==> src/hw/rtl/gbn_pkg.sv <==
// Shared types, codes and constants of the Go-Back-N sender.
package gbn_pkg;

   localparam int unsigned DEFAULT_WINDOW = 16;
   localparam int unsigned PAYLOAD_BYTES = 20;
   localparam int unsigned CHECK_MODULUS = 99991;
   localparam logic [15:0] DEFAULT_TIMEOUT = 16'd10;

   typedef enum logic [1:0] {
      OP_SEND = 2'd0,
      OP_ACK  = 2'd1,
      OP_TICK = 2'd2,
      OP_NONE = 2'd3
   } op_type;

   typedef enum logic [2:0] {
      KIND_SENT    = 3'd0,
      KIND_REFUSED = 3'd1,
      KIND_ACK_OK  = 3'd2,
      KIND_ACK_BAD = 3'd3,
      KIND_RETX    = 3'd4
   } kind_type;

   typedef struct packed {
      logic [1:0]         operation;
      logic [63:0]        payload_low;
      logic [63:0]        payload_middle;
      logic [31:0]        payload_high;
      logic signed [31:0] ack_sequence_field;
      logic signed [31:0] ack_number;
      logic signed [31:0] ack_checksum;
   } req_type;

   typedef struct packed {
      logic [2:0]         result_kind;
      logic [31:0]        packet_sequence;
      logic signed [31:0] packet_check;
      logic [63:0]        out_payload_low;
      logic [63:0]        out_payload_middle;
      logic [31:0]        out_payload_high;
      logic [31:0]        window_start;
      logic               last_of_run;
   } rsp_type;

   typedef enum logic [3:0] {
      CMD_IDLE,
      CMD_LOAD,
      CMD_FOLD_SEQ,
      CMD_FOLD_ACK,
      CMD_CAPTURE,
      CMD_BYTE,
      CMD_SEND,
      CMD_REFUSE,
      CMD_ADVANCE,
      CMD_ACK_EMIT,
      CMD_TICK,
      CMD_READ,
      CMD_RETX
   } cmd_code_type;

   typedef struct packed {
      cmd_code_type code;
   } cmd_type;

   typedef struct packed {
      op_type op;
      logic   window_full;
      logic   fold_busy;
      logic   bytes_last;
      logic   ack_good;
      logic   advance;
      logic   advance_more;
      logic   expire;
      logic   retx_last;
      logic   out_free;
   } status_type;

   typedef enum logic [3:0] {
      S_IDLE,
      S_DECODE,
      S_REFUSE,
      S_FOLD1,
      S_FOLD2,
      S_BYTES,
      S_FINISH,
      S_ADVANCE,
      S_READ,
      S_RETX
   } state_type;

endpackage

==> src/hw/rtl/gbn_ctrl.sv <==
// Controller state machine of the Go-Back-N sender.
module gbn_ctrl (
   input  logic                clock,
   input  logic                reset,
   input  logic                req_valid,
   output logic                req_ready,
   input  gbn_pkg::status_type status,
   output gbn_pkg::cmd_type    cmd
);

   gbn_pkg::state_type state_ff, state_in;

   always_ff @(posedge clock) begin
      if (reset) begin
         state_ff <= gbn_pkg::S_IDLE;
      end else begin
         state_ff <= state_in;
      end
   end

   always_comb begin
      state_in  = state_ff;
      cmd.code  = gbn_pkg::CMD_IDLE;
      req_ready = 1'b0;
      unique case (state_ff)
         gbn_pkg::S_IDLE: begin
            req_ready = 1'b1;
            if (req_valid) begin
               cmd.code = gbn_pkg::CMD_LOAD;
               state_in = gbn_pkg::S_DECODE;
            end
         end
         gbn_pkg::S_DECODE: begin
            unique case (status.op)
               gbn_pkg::OP_SEND: begin
                  if (status.window_full) begin
                     state_in = gbn_pkg::S_REFUSE;
                  end else begin
                     cmd.code = gbn_pkg::CMD_FOLD_SEQ;
                     state_in = gbn_pkg::S_FOLD1;
                  end
               end
               gbn_pkg::OP_ACK: begin
                  cmd.code = gbn_pkg::CMD_FOLD_SEQ;
                  state_in = gbn_pkg::S_FOLD1;
               end
               gbn_pkg::OP_TICK: begin
                  cmd.code = gbn_pkg::CMD_TICK;
                  state_in = status.expire ? gbn_pkg::S_READ : gbn_pkg::S_IDLE;
               end
               default: begin
                  state_in = gbn_pkg::S_IDLE;
               end
            endcase
         end
         gbn_pkg::S_REFUSE: begin
            if (status.out_free) begin
               cmd.code = gbn_pkg::CMD_REFUSE;
               state_in = gbn_pkg::S_IDLE;
            end
         end
         gbn_pkg::S_FOLD1: begin
            if (!status.fold_busy) begin
               cmd.code = gbn_pkg::CMD_FOLD_ACK;
               state_in = gbn_pkg::S_FOLD2;
            end
         end
         gbn_pkg::S_FOLD2: begin
            if (!status.fold_busy) begin
               cmd.code = gbn_pkg::CMD_CAPTURE;
               state_in = gbn_pkg::S_BYTES;
            end
         end
         gbn_pkg::S_BYTES: begin
            cmd.code = gbn_pkg::CMD_BYTE;
            if (status.bytes_last) begin
               state_in = gbn_pkg::S_FINISH;
            end
         end
         gbn_pkg::S_FINISH: begin
            if (status.op == gbn_pkg::OP_ACK && status.advance) begin
               state_in = gbn_pkg::S_ADVANCE;
            end else if (status.out_free) begin
               cmd.code = (status.op == gbn_pkg::OP_SEND) ? gbn_pkg::CMD_SEND
                                                         : gbn_pkg::CMD_ACK_EMIT;
               state_in = gbn_pkg::S_IDLE;
            end
         end
         gbn_pkg::S_ADVANCE: begin
            if (status.advance_more) begin
               cmd.code = gbn_pkg::CMD_ADVANCE;
            end else if (status.out_free) begin
               cmd.code = gbn_pkg::CMD_ACK_EMIT;
               state_in = gbn_pkg::S_IDLE;
            end
         end
         gbn_pkg::S_READ: begin
            cmd.code = gbn_pkg::CMD_READ;
            state_in = gbn_pkg::S_RETX;
         end
         gbn_pkg::S_RETX: begin
            if (status.out_free) begin
               cmd.code = gbn_pkg::CMD_RETX;
               state_in = status.retx_last ? gbn_pkg::S_IDLE : gbn_pkg::S_READ;
            end
         end
         default: begin
            state_in = gbn_pkg::S_IDLE;
         end
      endcase
   end

endmodule
==> config.mk <==
export PLATFORM = sky130hd
export DESIGN_NAME = gbn_ctrl
export DESIGN_NICKNAME = d
export VERILOG_FILES = /design/src/hw/rtl/gbn_pkg.sv /design/src/hw/rtl/gbn_ctrl.sv
export SDC_FILE = /design/constraint.sdc
export NUM_CORES = 1
export LEC_CHECK = 0
export BUFFER_PORTS_ARGS = -buffer_cell sky130_fd_sc_hd__buf_4
export CAP_MARGIN = 10
export CORE_ASPECT_RATIO = 1.4
export CORE_MARGIN = 4
export CORE_UTILIZATION = 30
export DETAILED_ROUTE_END_ITERATION = 7
export GPL_ROUTABILITY_DRIVEN = 0
export PLACE_DENSITY = 0.61
export SLEW_MARGIN = 20
export SYNTH_ARGS = -nofsm -noshare
export SYNTH_HDL_FRONTEND = slang
export SYNTH_SLANG_ARGS = --single-unit
==> constraint.sdc <==
create_clock -name clock -period 1.38 [get_ports clock]
set_input_delay 0.138 -clock clock [delete_from_list [all_inputs] [get_ports clock]]
set_output_delay 0.138 -clock clock [all_outputs]
set_load 0.01 [all_outputs]
### Yosys cells after proc, flatten, opt, wreduce, memory -nomap -nowiden

Cells that the tools add are included.

* bits in writable memories: 0
* bits of input ports: 14
* output and inout bits: 5
* memories: 0
* bits in latches: 0
* memory bits (read-only): 0
* word-level logic and storage cells: 49
* register bits after elaboration: 4

* multipliers: 0
* divide/modulo/power cells: 0
* reductions and logical operators: 4
* order comparisons: 0
* add/subtract/negate cells: 0
* bitwise operators: 0
* mux-type cells: 27
* shifts and indexed selects: 0
* equal/unequal tests: 17

Operator list (count)
* case mux 4 bit (10 select lines): 2
* 2-to-1 mux 4 bit: 16
* case mux 4 bit (3 select lines): 2
* == test 4 x 3 -> 1 bit, second input constant: 4
* != test 2 bit, second input constant: 6
* == test 4 x 2 -> 1 bit, second input constant: 2
* == test 4 bit, second input constant: 2
* 2-to-1 mux 3 bit: 2
* AND reduction 6 bit: 1
* == test 4 x 1 -> 1 bit, second input constant: 1
* logical NOT 4 bit: 1
* 2-to-1 mux 2 bit: 2
* 2-to-1 mux 1 bit: 3
* == test 2 x 1 -> 1 bit, second input constant: 1
* == test 2 bit, second input constant: 1
* logical NOT 2 bit: 1
* logical AND 1 bit: 1

### Depth between registers and ports, before layout

* word-level depth: 5
* gate-level depth with buffers: 7
* mapped depth without buffers: 7

### Worst setup path before layout

No wires, ideal clock.

* path type: reg2reg
* start point: reg state_ff[1]
* end point: reg state_ff[3]
* arrival time: 1.435 ns
* period minus slack after synthesis: 1.536 ns
* stages on the path, launching flop included: 7
* setup slack: -0.156 ns
* path buffers: 1
* data required time: 1.279 ns
* cells stage by stage: dfxtp_1 -> or2_1 -> buf_6 -> nor3_4 -> a31oi_1 -> or4_1 -> o41ai_1

* cells in the longest elaborated chain, start to end: 3
* elaborated cells between the ends (all ways): 18
* those cells by class: eq/ne (15); mux (1); reduce/logical (2)

Ends and longest elaborated chain
* from (decl): RTL line gbn_ctrl.sv:11 `gbn_pkg::state_type state_ff, state_in;`
* from (signal assigned): RTL line gbn_ctrl.sv:15 `state_ff <= gbn_pkg::S_IDLE;`
* from (signal assigned): RTL line gbn_ctrl.sv:17 `state_ff <= state_in;`
* == test 4 x 2 -> 1 bit (tied with other cells): RTL line gbn_ctrl.sv:25 `unique case (state_ff)`
* != test 2 bit (no line)
* AND reduction 6 bit (no line)

Parallel ways exist; a longest one is shown, timed or not.
A chain may end at the register's enable or synchronous reset.

==> results.yml <==
sta:
  max_freq_mhz: 599
  rsz0062_at_grt: "yes"
  period_share_pct: 121
  tns_ps: -1580
  worst_slew_pin_slew_ps: 289
  setup_ws_ps: -289
  fin_skew_ps: 6.41
  setup_violations: 9
  maxSlewViolCount: 0
  hold_viol: 0
  slew_headroom_pct: 80.6
  fin_crit_ps: 1670
synth:
  synth.distinct_cells: 43
  ys_warn_count: 0
  yosysSeqAreaShare_pct: 12.1
  synth_area_sq_um: 659
  synthCells: 94
  syn_avg_cell_area_sq_um: 7.01
  syn_nets: 112
  ys_ff_latch: 4
layout:
  fillers: 181
  drive_gt1_share_pct: 57.1
  largest_register_ff_count: 4
  n_antenna_cell: 0
  largestRegisters: "state_ff (4)"
  top_register: "state_ff"
  nNetsFinal: 153
  area_growth_pct: 75.1
drt:
  routed_wl_um: 2570
  drc_errors: 0
  via_per_inst: 5.97
  avgRoutedWirePerCell_um: 16.7
  ant_nets: 0
  drt_iter0_markers: 37
  vias: 919
  drtPass1Iterations: 4
critical_path:
  slowest_stage: "or3b_4"
  critPathCaptureType: "output port"
  critPathLaunchType: "flop"
  cp.required_ps: 1240
  crit_arrival_ps: 1530
  crit_fanout: 6
  crit_chain: "or3b_4 -> buf_6 -> o31a_1 -> a21oi_2 -> buf_4"
  max_stage_delay_ps: 430
  path_class: "reg -> out"
status:
  violations: "negative setup slack"
  status: "finished, violations left"
global_route:
  track_usage_pct: 17.8
  grt_pass1_wl_um: 3960
  antenna_found_initial: 0
  grt_pass1_vias: 915
  grt_overflow: 0
  globalRoute.busiestLayer: "met2"
  grtUsageMet1_pct: 18.8
  grtUsageMet2_pct: 32.6
  grt_max_degree: 10
  grt_util_met3_pct: 0
clocking:
  root_buffer: "clkbuf_4"
  clk_latency_ps: 240
  cts_sinks: 4
  htree_num_levels: 1
  tritoncts: "yes"
  clkTransAtPathRegs_ps: 40
  cts_buffer_depth: 2
  cts-buffers-inserted: 3
floorplan:
  die_w_um: 47.6
  dieHeight_um: 63.5
  pin_count: 19
  core_area_sq_um: 2020
  num_rows: 19
  start_util_pct: 32.6
  die_area_sq_um: 3020
placement:
  dp_slack_ps: -266
  post-dp-hpwl_um: 1760
  io_buffers: 17
flow_run:
  cap_violations: 0
power:
  p_leak_nw: 0.466
  vdd_drop_max_v: 0.000266
  design_power_total_uw: 749
  powerDensity_nw_per_um2: 648
hold_path:
  holdCritPathClass: "in -> reg"
==> metal layers <==
| metal | wire, um | part of all wire [%] |
|---|---|---|
| met2 | 1450 | 56 |
| met5 | 0 | 0 |
| met3 | 60 | 2.3 |
| met1 | 975 | 38 |
| met4 | 83 | 3.2 |
==> repair_timing <==
item,CTS,global route
setup buffers,3,1
setup endpoints to repair,9,9
gates resized for setup,22,20
hold buffers,0,0
pin swaps,5,13
==> synth_stat cells <==
cell type / number / area, sq um
o211ai_1: 2 / 15.0
and3b_1: 1 / 8.76
nor2_2: 1 / 6.26
o21ba_1: 1 / 10.0
o21ai_1: 1 / 5.00
o31a_1: 1 / 8.76
buf_6: 1 / 11.3
a21oi_1: 10 / 50.1
nor3b_1: 1 / 7.51
a221o_1: 1 / 10.0
nand2b_1: 3 / 18.8
inv_1: 6 / 22.5
ha_1: 4 / 50.1
o2111ai_1: 2 / 17.5
dfxtp_1: 4 / 80.1
or3b_4: 1 / 11.3
o22ai_1: 2 / 12.5
a211oi_1: 1 / 7.51
nor4_1: 1 / 6.26
a211o_1: 1 / 8.76
o22a_1: 1 / 8.76
clkbuf_1: 3 / 11.3
or4_1: 1 / 7.51
nand2_1: 8 / 30.0
nor3_1: 6 / 30.0
or2_1: 1 / 6.26
nand2b_2: 1 / 8.76
nand4_1: 1 / 6.26
or3_1: 1 / 6.26
buf_2: 3 / 15.0
nor3_4: 1 / 16.3
a311oi_1: 1 / 8.76
o21ai_0: 5 / 25.0
nand3_1: 3 / 15.0
nor2_1: 3 / 11.3
o32ai_1: 1 / 8.76
o221ai_1: 1 / 8.76
buf_4: 1 / 7.51
o21bai_1: 1 / 7.51
o41ai_1: 1 / 8.76
mux2i_1: 1 / 10.0
a31oi_1: 3 / 18.8
nor4b_2: 1 / 15.0
==> through the flow <==
step / cells / instance area [sq um] / util (%) / hold WS, ps
finish: 154 / 1150 / 57.2 / 91.9
global route: 154 / 1150 / 57.2 / 98.6
CTS: 153 / 1080 / 53.5 / 84.5
detailed placement: 147 / 956 / 47.3 / 341
global placement: 147 / 956 / 47.3 / 339
floorplan: 94 / 679 / - / 207
==> report_power, final <==
| part | internal (mW) | switching, mW | leakage (nW) | total [mW] |
|---|---|---|---|---|
| sequential | 0.124 | 0.0160 | 0.0352 | 0.140 |
| combinational | 0.232 | 0.224 | 0.417 | 0.457 |
| clock | 0.0977 | 0.0548 | 0.0138 | 0.152 |
==> layout by cell type (no fill, tap or decap), drive strengths merged, types with 2 or more instances in the layout <==
master	n
buf	44
a21oi	10
nand2	8
nor3	7
inv	6
o21ai	6
ha	4
dfxtp	4
nand2b	4
nor2	4
nand3	3
a31oi	3
clkbuf	3
o211ai	2
o22ai	2
o2111ai	2
==> final cells by class <==
cell class              instances  area [sq um]  share of cell area (%)
clock buffers                   3          22.5                    1.95
inverters                       6          22.5                    1.95
repair buffers                 44           360                    31.2
multi-input cells              76           631                    54.6
flip-flops and latches          4          92.6                    8.02
well taps                      21          26.3                    2.28
==> worst max-delay path, delay by kind of cell (launching register included) <==
family                 cells  cell delay (ps)
AO/OA/AOI/OAI              2              250
buffers and inverters      2              260
flip-flops                 1              360
AND/OR/NAND/NOR            1              430
==> worst paths after layout <==
path / startpoint / endpoint / depth (start not counted) / slack [ps]
worst max register to register: state_ff[1] / state_ff[3] / 5 / -270
worst min register to register: state_ff[0] / state_ff[3] / 3 / 690
worst max-delay path: state_ff[1] / cmd[3] / 5 / -290
worst min-delay path: reset / state_ff[0] / 2 / 90
==> cell families (layout without fill, tap and decap cells) <==
kind of cell / count (synthesis) / count (layout) / share of synthesized area (%)
buf+inv: 14 / 53 / 10.2
fa+ha+maj: 4 / 4 / 7.59
simple gates: 35 / 35 / 32.1
flops: 4 / 4 / 12.1
mux: 1 / 1 / 1.52
compound gates: 36 / 36 / 36.4
(Power assumes the default switching activity.)
